==> src/sv/stut_pkg.sv <==
// ----------------------------------------------------------------------------
// stut_pkg
// Shared types, codes and byte class helpers for the source text tokenizer.
// ----------------------------------------------------------------------------
package stut_pkg;

  // configuration register indexes
  localparam logic [7:0] RegQuote   = 8'd0;
  localparam logic [7:0] RegComment = 8'd1;

  localparam logic [7:0] QuoteReset   = 8'd34;
  localparam logic [7:0] CommentReset = 8'd35;

  localparam logic [7:0] ChEq       = 8'h3d;
  localparam logic [7:0] ChDot      = 8'h2e;
  localparam logic [7:0] ChUnder    = 8'h5f;
  localparam logic [7:0] ChApos     = 8'h27;
  localparam logic [7:0] ChNewline  = 8'h0a;
  localparam logic [1:0] LitLen     = 2'd3;

  typedef enum logic [1:0] {
    KIND_BYTE = 2'd0,
    KIND_END  = 2'd1,
    KIND_EOI  = 2'd2
  } item_kind_e;

  typedef enum logic [2:0] {
    CLS_NUM  = 3'd0,
    CLS_WORD = 3'd1,
    CLS_STR  = 3'd2,
    CLS_CHR  = 3'd3,
    CLS_SPEC = 3'd4
  } tok_class_e;

  typedef enum logic [6:0] {
    MODE_IDLE = 7'b0000001,
    MODE_NUM  = 7'b0000010,
    MODE_WORD = 7'b0000100,
    MODE_STR  = 7'b0001000,
    MODE_CHR  = 7'b0010000,
    MODE_SPEC = 7'b0100000,
    MODE_COMM = 7'b1000000
  } scan_mode_e;

  typedef struct packed {
    item_kind_e kind;
    logic [7:0] tok_byte;
    tok_class_e cls;
    logic       first;
  } res_t;

  // one queue entry: one or two results from a single input byte
  typedef struct packed {
    logic two;
    res_t r0;
    res_t r1;
  } entry_t;

  typedef struct packed {
    logic full;
    logic empty;
  } fifo_status_t;

  typedef struct packed {
    scan_mode_e mode;
    logic       emit;
  } start_t;

  function automatic logic is_digit(logic [7:0] b);
    return b inside {[8'h30:8'h39]};
  endfunction

  function automatic logic is_alpha(logic [7:0] b);
    return b inside {[8'h61:8'h7a], [8'h41:8'h5a]};
  endfunction

  function automatic logic is_blank(logic [7:0] b);
    return b inside {8'h20, 8'h09, 8'h0d, 8'h0a};
  endfunction

  function automatic tok_class_e mode_class(scan_mode_e m);
    tok_class_e c;
    case (m)
      MODE_NUM:  c = CLS_NUM;
      MODE_WORD: c = CLS_WORD;
      MODE_STR:  c = CLS_STR;
      MODE_CHR:  c = CLS_CHR;
      MODE_SPEC: c = CLS_SPEC;
      default:   c = CLS_NUM;
    endcase
    return c;
  endfunction

  // classify a byte seen between tokens
  function automatic start_t classify(logic [7:0] b, logic [7:0] quote, logic [7:0] comment);
    start_t s;
    s.emit = 1'b1;
    if (is_blank(b)) begin
      s.mode = MODE_IDLE;
      s.emit = 1'b0;
    end else if (b == comment) begin
      s.mode = MODE_COMM;
      s.emit = 1'b0;
    end else if (is_digit(b)) begin
      s.mode = MODE_NUM;
    end else if (is_alpha(b)) begin
      s.mode = MODE_WORD;
    end else if (b == quote) begin
      s.mode = MODE_STR;
    end else if (b == ChApos) begin
      s.mode = MODE_CHR;
    end else begin
      s.mode = MODE_SPEC;
    end
    return s;
  endfunction

  function automatic res_t mk_byte(logic [7:0] b, tok_class_e c, logic first);
    res_t r;
    r.kind     = KIND_BYTE;
    r.tok_byte = b;
    r.cls      = c;
    r.first    = first;
    return r;
  endfunction

  function automatic res_t mk_end(tok_class_e c);
    res_t r;
    r.kind     = KIND_END;
    r.tok_byte = 8'd0;
    r.cls      = c;
    r.first    = 1'b0;
    return r;
  endfunction

  function automatic res_t mk_eoi();
    res_t r;
    r.kind     = KIND_EOI;
    r.tok_byte = 8'd0;
    r.cls      = CLS_NUM;
    r.first    = 1'b0;
    return r;
  endfunction

endpackage

==> src/sv/stut_front.sv <==
// ----------------------------------------------------------------------------
// stut_front
// Accepts source bytes, runs the scan mode machine and pushes the results of
// each byte into the queue as one entry.
// ----------------------------------------------------------------------------
module stut_front (
  input  logic                 clk_i,
  input  logic                 rst_ni,
  input  logic                 in_valid_i,
  output logic                 in_ready_o,
  input  logic [7:0]           char_value_i,
  input  logic                 end_of_input_i,
  input  logic                 cfg_valid_i,
  input  logic [7:0]           cfg_index_i,
  input  logic [7:0]           cfg_data_i,
  input  stut_pkg::fifo_status_t fifo_status_i,
  output logic                 push_o,
  output stut_pkg::entry_t     entry_o
);

  stut_pkg::scan_mode_e mode_q, mode_d;
  logic [1:0]           lit_cnt_q, lit_cnt_d;
  logic [7:0]           quote_q, comment_q;
  logic                 accept;
  logic                 has_res;
  stut_pkg::start_t     st;
  stut_pkg::entry_t     entry;
  logic [1:0]           lit_inc;

  assign in_ready_o = !fifo_status_i.full;
  assign accept     = in_valid_i && in_ready_o;

  always_comb begin
    st        = stut_pkg::classify(char_value_i, quote_q, comment_q);
    lit_inc   = lit_cnt_q + 2'd1;
    mode_d    = mode_q;
    lit_cnt_d = lit_cnt_q;
    has_res   = 1'b0;
    entry.two = 1'b0;
    entry.r0  = stut_pkg::mk_eoi();
    entry.r1  = stut_pkg::mk_eoi();

    if (end_of_input_i) begin
      has_res   = 1'b1;
      mode_d    = stut_pkg::MODE_IDLE;
      lit_cnt_d = 2'd0;
      if (mode_q inside {stut_pkg::MODE_NUM, stut_pkg::MODE_WORD, stut_pkg::MODE_STR,
                         stut_pkg::MODE_CHR, stut_pkg::MODE_SPEC}) begin
        entry.r0  = stut_pkg::mk_end(stut_pkg::mode_class(mode_q));
        entry.two = 1'b1;
      end
    end else begin
      case (mode_q)
        stut_pkg::MODE_NUM, stut_pkg::MODE_WORD, stut_pkg::MODE_SPEC: begin
          has_res = 1'b1;
          if ((mode_q == stut_pkg::MODE_NUM &&
               (stut_pkg::is_digit(char_value_i) || char_value_i == stut_pkg::ChDot)) ||
              (mode_q == stut_pkg::MODE_WORD &&
               (stut_pkg::is_alpha(char_value_i) || stut_pkg::is_digit(char_value_i) ||
                char_value_i == stut_pkg::ChUnder))) begin
            entry.r0 = stut_pkg::mk_byte(char_value_i, stut_pkg::mode_class(mode_q), 1'b0);
          end else if (mode_q == stut_pkg::MODE_SPEC && char_value_i == stut_pkg::ChEq) begin
            // trailing '=' closes the special token
            entry.r0  = stut_pkg::mk_byte(char_value_i, stut_pkg::CLS_SPEC, 1'b0);
            entry.r1  = stut_pkg::mk_end(stut_pkg::CLS_SPEC);
            entry.two = 1'b1;
            mode_d    = stut_pkg::MODE_IDLE;
          end else begin
            // token ends here, byte then seen as between tokens
            entry.r0  = stut_pkg::mk_end(stut_pkg::mode_class(mode_q));
            entry.r1  = stut_pkg::mk_byte(char_value_i, stut_pkg::mode_class(st.mode), 1'b1);
            entry.two = st.emit;
            mode_d    = st.mode;
            lit_cnt_d = (st.mode == stut_pkg::MODE_CHR) ? 2'd1 : 2'd0;
          end
        end
        stut_pkg::MODE_STR: begin
          has_res  = 1'b1;
          entry.r0 = stut_pkg::mk_byte(char_value_i, stut_pkg::CLS_STR, 1'b0);
          if (char_value_i == quote_q) begin
            entry.r1  = stut_pkg::mk_end(stut_pkg::CLS_STR);
            entry.two = 1'b1;
            mode_d    = stut_pkg::MODE_IDLE;
            lit_cnt_d = 2'd0;
          end
        end
        stut_pkg::MODE_CHR: begin
          has_res   = 1'b1;
          entry.r0  = stut_pkg::mk_byte(char_value_i, stut_pkg::CLS_CHR, 1'b0);
          lit_cnt_d = lit_inc;
          if (lit_inc >= stut_pkg::LitLen) begin
            entry.r1  = stut_pkg::mk_end(stut_pkg::CLS_CHR);
            entry.two = 1'b1;
            mode_d    = stut_pkg::MODE_IDLE;
            lit_cnt_d = 2'd0;
          end
        end
        stut_pkg::MODE_COMM: begin
          if (char_value_i == stut_pkg::ChNewline) begin
            mode_d = stut_pkg::MODE_IDLE;
          end
        end
        default: begin
          has_res   = st.emit;
          entry.r0  = stut_pkg::mk_byte(char_value_i, stut_pkg::mode_class(st.mode), 1'b1);
          mode_d    = st.mode;
          lit_cnt_d = (st.mode == stut_pkg::MODE_CHR) ? 2'd1 : 2'd0;
        end
      endcase
    end
  end

  assign push_o  = accept && has_res;
  assign entry_o = entry;

  always_ff @(posedge clk_i or negedge rst_ni) begin
    if (!rst_ni) begin
      mode_q    <= stut_pkg::MODE_IDLE;
      lit_cnt_q <= 2'd0;
    end else if (accept) begin
      mode_q    <= mode_d;
      lit_cnt_q <= lit_cnt_d;
    end
  end

  always_ff @(posedge clk_i or negedge rst_ni) begin
    if (!rst_ni) begin
      quote_q   <= stut_pkg::QuoteReset;
      comment_q <= stut_pkg::CommentReset;
    end else if (cfg_valid_i) begin
      if (cfg_index_i == stut_pkg::RegQuote) begin
        quote_q <= cfg_data_i;
      end
      if (cfg_index_i == stut_pkg::RegComment) begin
        comment_q <= cfg_data_i;
      end
    end
  end

endmodule

==> src/sv/stut_fifo.sv <==
// ----------------------------------------------------------------------------
// stut_fifo
// Short queue of result entries between the scanner and the output stage.
// ----------------------------------------------------------------------------
module stut_fifo #(
  parameter int unsigned Depth = 4
) (
  input  logic                   clk_i,
  input  logic                   rst_ni,
  input  logic                   push_i,
  input  stut_pkg::entry_t       wdata_i,
  input  logic                   pop_i,
  output stut_pkg::entry_t       rdata_o,
  output stut_pkg::fifo_status_t status_o
);

  localparam int unsigned PtrW = (Depth > 1) ? $clog2(Depth) : 1;
  localparam int unsigned CntW = $clog2(Depth + 1);
  localparam logic [PtrW-1:0] LastPtr = PtrW'(Depth - 1);
  localparam logic [CntW-1:0] FullCnt = CntW'(Depth);

  stut_pkg::entry_t mem [Depth];
  logic [PtrW-1:0]  wr_ptr_q, rd_ptr_q;
  logic [CntW-1:0]  cnt_q;
  logic             do_push, do_pop;

  assign status_o.full  = (cnt_q == FullCnt);
  assign status_o.empty = (cnt_q == '0);
  assign do_push = push_i && !status_o.full;
  assign do_pop  = pop_i && !status_o.empty;
  assign rdata_o = mem[rd_ptr_q];

  always_ff @(posedge clk_i) begin
    if (do_push) begin
      mem[wr_ptr_q] <= wdata_i;
    end
  end

  always_ff @(posedge clk_i or negedge rst_ni) begin
    if (!rst_ni) begin
      wr_ptr_q <= '0;
      rd_ptr_q <= '0;
      cnt_q    <= '0;
    end else begin
      if (do_push) begin
        wr_ptr_q <= (wr_ptr_q == LastPtr) ? '0 : wr_ptr_q + PtrW'(1);
      end
      if (do_pop) begin
        rd_ptr_q <= (rd_ptr_q == LastPtr) ? '0 : rd_ptr_q + PtrW'(1);
      end
      if (do_push && !do_pop) begin
        cnt_q <= cnt_q + CntW'(1);
      end else if (do_pop && !do_push) begin
        cnt_q <= cnt_q - CntW'(1);
      end
    end
  end

endmodule

==> src/sv/stut_back.sv <==
// ----------------------------------------------------------------------------
// stut_back
// Output stage: takes queue entries and sends their one or two results out
// through an output register, marking the last result of each byte.
// ----------------------------------------------------------------------------
module stut_back (
  input  logic                   clk_i,
  input  logic                   rst_ni,
  input  stut_pkg::entry_t       entry_i,
  input  stut_pkg::fifo_status_t fifo_status_i,
  output logic                   pop_o,
  output logic                   out_valid_o,
  input  logic                   out_ready_i,
  output stut_pkg::res_t         out_res_o,
  output logic                   out_last_o
);

  logic           out_valid_q;
  stut_pkg::res_t out_res_q;
  logic           out_last_q;
  logic           pend_valid_q;
  stut_pkg::res_t pend_res_q;
  logic           load_ok;

  assign load_ok = !out_valid_q || out_ready_i;
  assign pop_o   = load_ok && !pend_valid_q && !fifo_status_i.empty;

  always_ff @(posedge clk_i or negedge rst_ni) begin
    if (!rst_ni) begin
      out_valid_q  <= 1'b0;
      pend_valid_q <= 1'b0;
    end else if (load_ok) begin
      if (pend_valid_q) begin
        out_valid_q  <= 1'b1;
        pend_valid_q <= 1'b0;
      end else if (!fifo_status_i.empty) begin
        out_valid_q  <= 1'b1;
        pend_valid_q <= entry_i.two;
      end else begin
        out_valid_q <= 1'b0;
      end
    end
  end

  always_ff @(posedge clk_i) begin
    if (load_ok) begin
      if (pend_valid_q) begin
        out_res_q  <= pend_res_q;
        out_last_q <= 1'b1;
      end else begin
        out_res_q  <= entry_i.r0;
        out_last_q <= !entry_i.two;
        pend_res_q <= entry_i.r1;
      end
    end
  end

  assign out_valid_o = out_valid_q;
  assign out_res_o   = out_res_q;
  assign out_last_o  = out_last_q;

endmodule

==> src/sv/source_text_tokenizer_unit.sv <==
// ----------------------------------------------------------------------------
// source_text_tokenizer_unit
// Byte-stream tokenizer: scanner front end, result queue, output stage.
// A result passes from its byte through a queue entry and then the output register.
// Throughput: one byte per cycle while the queue is not full; a byte that makes two
// results holds the output stage for both, and the queue of FifoDepth entries absorbs it.
// Reset: scan mode goes idle, literal count, queue and output valid clear,
// quote and comment registers return to 34 and 35.
// ----------------------------------------------------------------------------
module source_text_tokenizer_unit #(
  parameter int unsigned FifoDepth = 4
) (
  input  logic        clk_i,
  input  logic        rst_ni,
  input  logic        s_axis_tvalid,
  output logic        s_axis_tready,
  input  logic [7:0]  s_axis_tdata,   // [7:0] char_value
  input  logic        s_axis_tlast,   // end_of_input
  output logic        m_axis_tvalid,
  input  logic        m_axis_tready,
  output logic [15:0] m_axis_tdata,   // [7:0] token_byte, [10:8] token_class,
                                      // [11] first_of_token, [15:12] zero
  output logic [1:0]  m_axis_tuser,   // [1:0] item_kind
  output logic        m_axis_tlast,   // last_of_run
  input  logic        cfg_valid_i,
  output logic        cfg_ready_o,
  input  logic [7:0]  cfg_index_i,
  input  logic [7:0]  cfg_data_i
);

  stut_pkg::fifo_status_t fifo_status;
  stut_pkg::entry_t       push_entry, pop_entry;
  stut_pkg::res_t         out_res;
  logic                   push, pop;

  assign cfg_ready_o = 1'b1;

  stut_front u_front (
    .clk_i          (clk_i),
    .rst_ni         (rst_ni),
    .in_valid_i     (s_axis_tvalid),
    .in_ready_o     (s_axis_tready),
    .char_value_i   (s_axis_tdata),
    .end_of_input_i (s_axis_tlast),
    .cfg_valid_i    (cfg_valid_i),
    .cfg_index_i    (cfg_index_i),
    .cfg_data_i     (cfg_data_i),
    .fifo_status_i  (fifo_status),
    .push_o         (push),
    .entry_o        (push_entry)
  );

  stut_fifo #(
    .Depth (FifoDepth)
  ) u_fifo (
    .clk_i    (clk_i),
    .rst_ni   (rst_ni),
    .push_i   (push),
    .wdata_i  (push_entry),
    .pop_i    (pop),
    .rdata_o  (pop_entry),
    .status_o (fifo_status)
  );

  stut_back u_back (
    .clk_i         (clk_i),
    .rst_ni        (rst_ni),
    .entry_i       (pop_entry),
    .fifo_status_i (fifo_status),
    .pop_o         (pop),
    .out_valid_o   (m_axis_tvalid),
    .out_ready_i   (m_axis_tready),
    .out_res_o     (out_res),
    .out_last_o    (m_axis_tlast)
  );

  assign m_axis_tdata = {4'b0000, out_res.first, out_res.cls, out_res.tok_byte};
  assign m_axis_tuser = out_res.kind;

  // the scanner never pushes into a full queue
  a_no_push_full: assert property (@(posedge clk_i) disable iff (!rst_ni)
    !(push && fifo_status.full))
    else $error("push into full result queue");

  // end of input is always the last result of its byte
  a_eoi_last: assert property (@(posedge clk_i) disable iff (!rst_ni)
    (m_axis_tvalid && m_axis_tuser == stut_pkg::KIND_EOI) |-> m_axis_tlast)
    else $error("end of input item without last mark");

  // a token end carries no byte and no first mark
  a_end_clean: assert property (@(posedge clk_i) disable iff (!rst_ni)
    (m_axis_tvalid && m_axis_tuser == stut_pkg::KIND_END) |-> (m_axis_tdata[11:0] == 12'd0 ||
     m_axis_tdata[7:0] == 8'd0 && !m_axis_tdata[11]))
    else $error("token end item with byte or first mark");

  // a popped entry always leaves the output busy next cycle
  a_pop_shows: assert property (@(posedge clk_i) disable iff (!rst_ni)
    pop |=> m_axis_tvalid)
    else $error("popped entry not presented");

endmodule

==> config.mk <==
export PLATFORM = sky130hd
export DESIGN_NAME = source_text_tokenizer_unit
export DESIGN_NICKNAME = d
export VERILOG_FILES = /design/src/sv/stut_pkg.sv /design/src/sv/stut_front.sv /design/src/sv/stut_fifo.sv /design/src/sv/stut_back.sv /design/src/sv/source_text_tokenizer_unit.sv
export SDC_FILE = /design/constraint.sdc
export NUM_CORES = 1
export LEC_CHECK = 0
export BUFFER_PORTS_ARGS = -buffer_cell sky130_fd_sc_hd__buf_2
export CORE_MARGIN = 2
export CORE_UTILIZATION = 55
export DETAILED_ROUTE_END_ITERATION = 16
export GPL_TIMING_DRIVEN = 0
export PLACE_DENSITY = 0.73
export SYNTH_ARGS = -nofsm -noshare
export SYNTH_HDL_FRONTEND = slang
export SYNTH_SLANG_ARGS = --single-unit
==> constraint.sdc <==
create_clock -name clk_i -period 8.1 [get_ports clk_i]
set_clock_uncertainty 0.2 [all_clocks]
set_input_delay 0.81 -clock clk_i [delete_from_list [all_inputs] [get_ports clk_i]]
set_output_delay 0.81 -clock clk_i [all_outputs]
set_load 0.02 [all_outputs]
==> flow_summary.toml, run 1 <==
[yosys]
synth-async-reset-ratio_pct = 19.0
synth_top_family_by_area = "multiplexers"
ys_warn_count = 0
synthFlopType = "edfxtp_1"
yosysMostFrequentCell = "edfxtp_1"
synth_edf_count = 145
synthCells = 499
synth-seq-cells = 179
synthXorXnorAreaFrac_pct = 2.42
yosys-mux-area-fraction_pct = 14.6
synthTopCellsByArea = "edfxtp_1 55%, dfrtp_1 8.8%, mux4_2 8.2%, mux2_2 4.9%, xor2_1 2.2%"
synthAdderAreaFrac_pct = 1.19
seq_area_frac_synth_pct = 65.4
ys_top_cells_by_count = "145 x edfxtp_1, 35 x mux2_2, 29 x mux4_2"
yosysUniqueCellTypes = 70
syn_avg_cell_area_um2 = 16.0
syn-cell-area_um2 = 7970
synthSimpleGateAreaFrac_pct = 9.41
yosysTopAreaCell = "edfxtp_1"
synth_top_area_share_pct = 54.7
synth_compound_area_share_pct = 4.15

[route]
wl_mm = 15.2
drt-pass1-iter-count = 5
ant_nets = 0
remaining_drc_errors = 0
wl_per_cell_um = 20.1
drt-initial-drc-count = 319
via_per_inst = 5.87
vias = 4447

[clock_network]
cts_tree = "yes"
cts_resized = 0
cts-hold-fix-buffers = 0
clk_path_buf_depth = 2
root_buffer = "clkbuf_16"
post-cts-setup-buffers = 0
path_clk_slew_ns = 0.07
htreeDepth = 4
cts.sinks = 179
clkLatencyLatePin_ns = 0.42
cts_buffers = 17

[global_route]
grt.overflow.total = 0
grt_pass1_vias = 4644
grt_pass1_wl_mm = 24.8
grt_max_degree = 35
antenna_found_initial = 0
grt_use_total_pct = 20.8

[placed_design]
place.gp.congestion = 0.910
placedCellCount = 725
place_area_um2 = 8440
port_buffers = 42
hpwl_mm = 10.3

[floorplanning]
core_area_um2 = 14000
die_y_um = 124
row_count = 43
die_w_um = 124
pin_count = 52
dieArea_um2 = 15500
start_util_pct = 56.9

[finish]
area_delta_synth_final_pct = 12.7
final_cells = 757
finalInstanceArea_um2 = 8980
antenna_cells = 0
n_fill_cell = 1042
layout-drive-gt1-share_pct = 31.4
nets = 601

[run_status]
status = "complete, no violations"

[job]
drv_cap = 0

[worst_setup_path]
setup.worst_path.start_class = "primary input"
cp_max_fo = 10
cp.arrival_ns = 3.93
rr_worst_depth = 7
endpoint_kind = "flop"
worst-setup-path-type = "primary input to flop"
critPathRequiredTime_ns = 8.20

[power_and_ir_drop]
power_leakage_uw = 0.00330
p_per_area_nw_per_um2 = 322
ir_worst_vdd_mv = 0.133

[timing]
relSlewSlack_pct = 20.3
whs_ns = 0.274
final.period_utilization_pct = 47.3
fmax_mhz = 261
tightest_slew_ns = 1.19
rsz0062_at_grt = "no"
final.setup.tns_ns = 0
fin_crit_ns = 3.83
hold_violations = 0
drv_slew = 0
setup_violations = 0

[worst_hold_path]
hp-class = "primary input to asynchronous set/reset pin"
## worst max-delay path, stage by stage
cell	delay [ns]
buf_2	0.13
clkbuf_1	0.43
xor2_1	0.14
nor4_1	0.43
nand2_1	0.34
a311oi_1	0.46
nor2_1	0.19
ha_1	0.24
inv_1	0.07
fa_1	0.40
mux2_2	0.27
## registers in the layout (all words and copies together), names as in the netlist, 2 cells and up
signal             flops
u_fifo.mem           116
u_back.pend_res_q     14
u_front.mode_q         7
u_fifo.cnt_q           3
u_back.out_res_o      14
u_front.quote_q        8
u_front.comment_q      8
u_fifo.wr_ptr_q        2
u_fifo.rd_ptr_q        2
u_front.lit_cnt_q      2
## where the power goes
part | leakage, uW | internal (uW) | switching (uW) | total [uW]
logic | 0.00124 | 348 | 437 | 786
registers | 0.00179 | 1290 | 69.5 | 1360
clock network | 0.000265 | 420 | 329 | 750
## cells in the final DEF, fill, tap and decap left out, types with 3 or more instances in the layout
cell         n
edfxtp_1   145
buf_2       47
mux2_2      35
mux4_2      29
dfrtp_1     28
nor2_1      22
nand2_1     21
xor2_1      20
and2_1      17
clkbuf_16   17
clkbuf_1    13
inv_1       12
nor4_1      11
nor3_1       8
a21oi_1      8
nand3_1      7
mux2_4       7
buf_4        6
ha_1         6
dfstp_2      6
o21ai_0      5
o31ai_1      5
conb_1       5
clkinv_2     5
nor2b_1      4
nand2b_1     4
and2_2       4
buf_6        4
o21ai_1      3
nand4b_1     3
nor4b_1      3
nor3b_1      3
buf_1        3
## per-layer routing
layer	vias up	GRT usage, %	wire [um]
met4	0	8.53	361
met5	-	0	0
met3	31	4.47	809
met2	160	34.0	7560
li1	2049	-	-
met1	2207	27.5	6470
## through the flow
stage	power [uW]	setup WS, ns	utilization (%)
floorplan	1940	4.62	-
global route	3050	4.09	64.2
detailed placement	2180	4.00	60.3
CTS	2930	4.41	64.2
finish	2890	4.27	64.2
global placement	2140	3.66	60.1
## final cells by class
type	instances	area, um2	area share (%)
sequential	179	5210	58.1
clock buffer	18	429	4.78
timing repair buffer	43	225	2.51
clock inverter	14	113	1.25
buffer	30	171	1.91
multi-input combinational	281	2560	28.5
inverter	12	45.0	0.502
tap	180	225	2.51
## cell families (layout without fill, tap and decap cells)
logic type | after synthesis | in the layout
adder cells (fa/ha/maj) | 7 | 7
AO/OA/AOI/OAI | 46 | 46
multiplexers | 72 | 72
AND/OR/NAND/NOR | 129 | 129
flip-flops | 179 | 179
XOR/XNOR | 22 | 22
other | 2 | 5
buffers and inverters | 42 | 117
## worst paths after layout
check                                       start             endpoint  slack (ns)
worst max-delay path              s_axis_tdata[3]      u_fifo.cnt_q[1]        4.27
max in group asynchronous                  rst_ni   u_front.quote_q[4]        6.93
worst min register to register    u_fifo.cnt_q[2]      u_fifo.cnt_q[2]        0.31
worst min-delay path                       rst_ni  u_back.pend_valid_q        0.27
worst max register to register  u_front.mode_q[6]     u_fifo.mem[1][0]        4.46
min in group clk_i                u_fifo.cnt_q[2]      u_fifo.cnt_q[2]        0.31
(Power assumes the default switching activity.)
==> run 2, diff against run 1 <==
--- a/config.mk
+++ b/config.mk
@@ -5,6 +5,7 @@
 export SDC_FILE = /design/constraint.sdc
 export NUM_CORES = 1
 export LEC_CHECK = 0
+export ABC_AREA = 1
 export BUFFER_PORTS_ARGS = -buffer_cell sky130_fd_sc_hd__buf_2
 export CORE_MARGIN = 2
 export CORE_UTILIZATION = 55
==> constraint.sdc (replaced) <==
create_clock -name clk_i -period 3.95 [get_ports clk_i]
set_clock_uncertainty 0.2 [all_clocks]
set_input_delay 0.395 -clock clk_i [delete_from_list [all_inputs] [get_ports clk_i]]
set_output_delay 0.395 -clock clk_i [all_outputs]
set_load 0.02 [all_outputs]
==> flow_summary.toml, run 2 <==
[run_status]
status = "complete, no violations"

[yosys]
yosysMostFrequentCell = "nor2_1"
syn-cell-area_um2 = 8180
synthCells = 797
ys_warn_count = 0
synthFlopType = "edfxtp_1"
synth-seq-cells = 179
syn_avg_cell_area_um2 = 10.3
synth-async-reset-ratio_pct = 19.0
synth_edf_count = 145
ys_top_cells_by_count = "164 x nor2_1, 145 x edfxtp_1, 118 x nand2_1"
synthTopCellsByArea = "edfxtp_1 53%, dfrtp_1 8.6%, nor2_1 7.5%, nand2_1 5.4%, o21ai_0 4.0%"
seq_area_frac_synth_pct = 63.7
synth_top_area_share_pct = 53.2
yosysTopAreaCell = "edfxtp_1"
yosysUniqueCellTypes = 40

[worst_setup_path]
cp.arrival_ns = 3.66
worstPathCellList = "inv_1 -> nor2_1 -> nor2_1 -> inv_1 -> nor2_1 -> inv_1 -> ha_1 -> inv_1 -> fa_1 -> mux2_2"
reg2reg_setup_slack_ns = 0.40
cp_max_fo = 16
critical_path.max_stage_delay_ns = 1.02
regToRegEndpoint = "u_fifo.cnt_q[1]"
cp_slowest_cell = "nor2_1"
rr_worst_depth = 10
setup.worst_path.start_class = "flop"
endpoint_kind = "flop"
r2r_start = "u_back.out_valid_o"
critPathRequiredTime_ns = 4.06
worst-setup-path-type = "flop to flop"
crit_buf_inv = 4
crit_family = "simple AND/OR/NAND/NOR gates"
crit_path_frequent_cell = "inv_1"

[global_route]
grt_pass1_vias = 5738
grt.overflow.total = 0
grt_max_degree = 35
grt_pass1_wl_mm = 29.7
antenna_found_initial = 0
grt_use_total_pct = 24.3

[route]
ant_nets = 0
remaining_drc_errors = 0
wl_per_cell_um = 17.5
vias = 5921
wl_mm = 18.5
drt-initial-drc-count = 685
via_per_inst = 5.58
drt-pass1-iter-count = 5

[finish]
layout_common_cells = "160 x nor2_1, 145 x edfxtp_1, 118 x nand2_1"
register_area_um2 = 5210
final_cells = 1061
regMostFlops = "u_fifo.mem"
area_delta_synth_final_pct = 13.6
nets = 902
layout-drive-gt1-share_pct = 15.3
finalInstanceArea_um2 = 9300
antenna_cells = 0
multiInputGateArea_um2 = 2520
n_fill_cell = 1166
layout_commonest_cell = "nor2_1"
largest_reg_flops = 116

[clock_network]
path_clk_slew_ns = 0.06
cts_resized = 0
cts_tree = "yes"
cts_buffers = 17
htreeDepth = 4
clkLatencyLatePin_ns = 0.43
cts.sinks = 179
root_buffer = "clkbuf_16"
clk_path_buf_depth = 2

[floorplanning]
row_count = 44
start_util_pct = 56.3
pin_count = 52
die_w_um = 126
die_y_um = 126
dieArea_um2 = 15900
core_area_um2 = 14500

[timing]
hold_violations = 0
fin_crit_ns = 3.55
tightest_slew_ns = 1.37
setup_violations = 0
whs_ns = 0.0333
fmax_mhz = 282
drv_slew = 0
relSlewSlack_pct = 8.02
final.period_utilization_pct = 89.8
rsz0062_at_grt = "no"

[worst_hold_path]
worstHoldStart = "cfg_data_i[7]"
holdPathEnd = "u_front.comment_q[7]"
hp-class = "primary input to flop"
hold_path_depth = 3

[placed_design]
place_area_um2 = 8730
place.gp.congestion = 0.911
port_buffers = 38
placedCellCount = 1026
hpwl_mm = 12.9

[power_and_ir_drop]
power_leakage_uw = 0.00373
ir_worst_vdd_mv = 0.248
p_total_uw = 6310
p_per_area_nw_per_um2 = 679

[job]
drv_cap = 0
run 2: cell type report:
type,instances,area share (%)
clock inverters,12,0.996
flip-flops and latches,179,56.1
repair buffers,46,3.42
well taps,184,2.48
clock buffers,19,4.66
plain buffers,40,2.34
multi-input cells,509,27.1
inverters,72,2.96
run 2: per-layer routing:
layer / share of wire [%] / vias to the layer above / GRT usage [%]
met5: 0 / - / 0
met4: 1.6 / 0 / 7.56
met3: 7.7 / 32 / 5.35
met2: 50 / 284 / 41.0
met1: 41 / 2783 / 31.6
li1: - / 2822 / -
run 2: worst max path at each step:
stage / depth (start not counted) / to / from / slack (ns)
floorplan: 13 / u_fifo.mem[3][0] / s_axis_tdata[2] / 0.76
global placement: 13 / u_fifo.mem[0][23] / s_axis_tdata[2] / -0.60
detailed placement: 10 / u_fifo.cnt_q[1] / m_axis_tready / 0.39
CTS: 10 / u_fifo.cnt_q[1] / u_back.out_valid_o / 0.38
global route: 10 / u_fifo.cnt_q[1] / u_back.out_valid_o / 0.21
finish: 10 / u_fifo.cnt_q[1] / u_back.out_valid_o / 0.40
run 2: repair_timing:
item,4_1_cts,5_1_grt
buffers inserted,0,0
hold buffers,4,0
endpoints found under the hold margin,33,0
run 2: through the flow:
stage	setup TNS, ns	util (%)	worst slack [ns]
CTS	0	64.0	0.379
floorplan	0	-	0.763
detailed placement	0	60.1	0.388
finish	0	64.0	0.401
global placement	-63.72	59.3	-0.602
global route	0	64.0	0.205
run 2: where the power goes:
part / total [uW] / switching, uW / internal, uW
Sequential: 2810 / 146 / 2660
Combinational: 1980 / 1390 / 593
Clock: 1520 / 673 / 852
run 2: logic make-up after synthesis:
family	share of synthesized area (%)
AND/OR/NAND/NOR	19.2
flip-flops	63.7
AO/OA/AOI/OAI	8.47
buffers and inverters	6.03
XOR/XNOR	1.18
adder cells (fa/ha/maj)	1.16
other	0.0918
multiplexers	0.138
run 2: worst min-delay path, stage by stage:
cell	delay, ns
buf_2	0.10
inv_1	0.06
o21ai_1	0.06
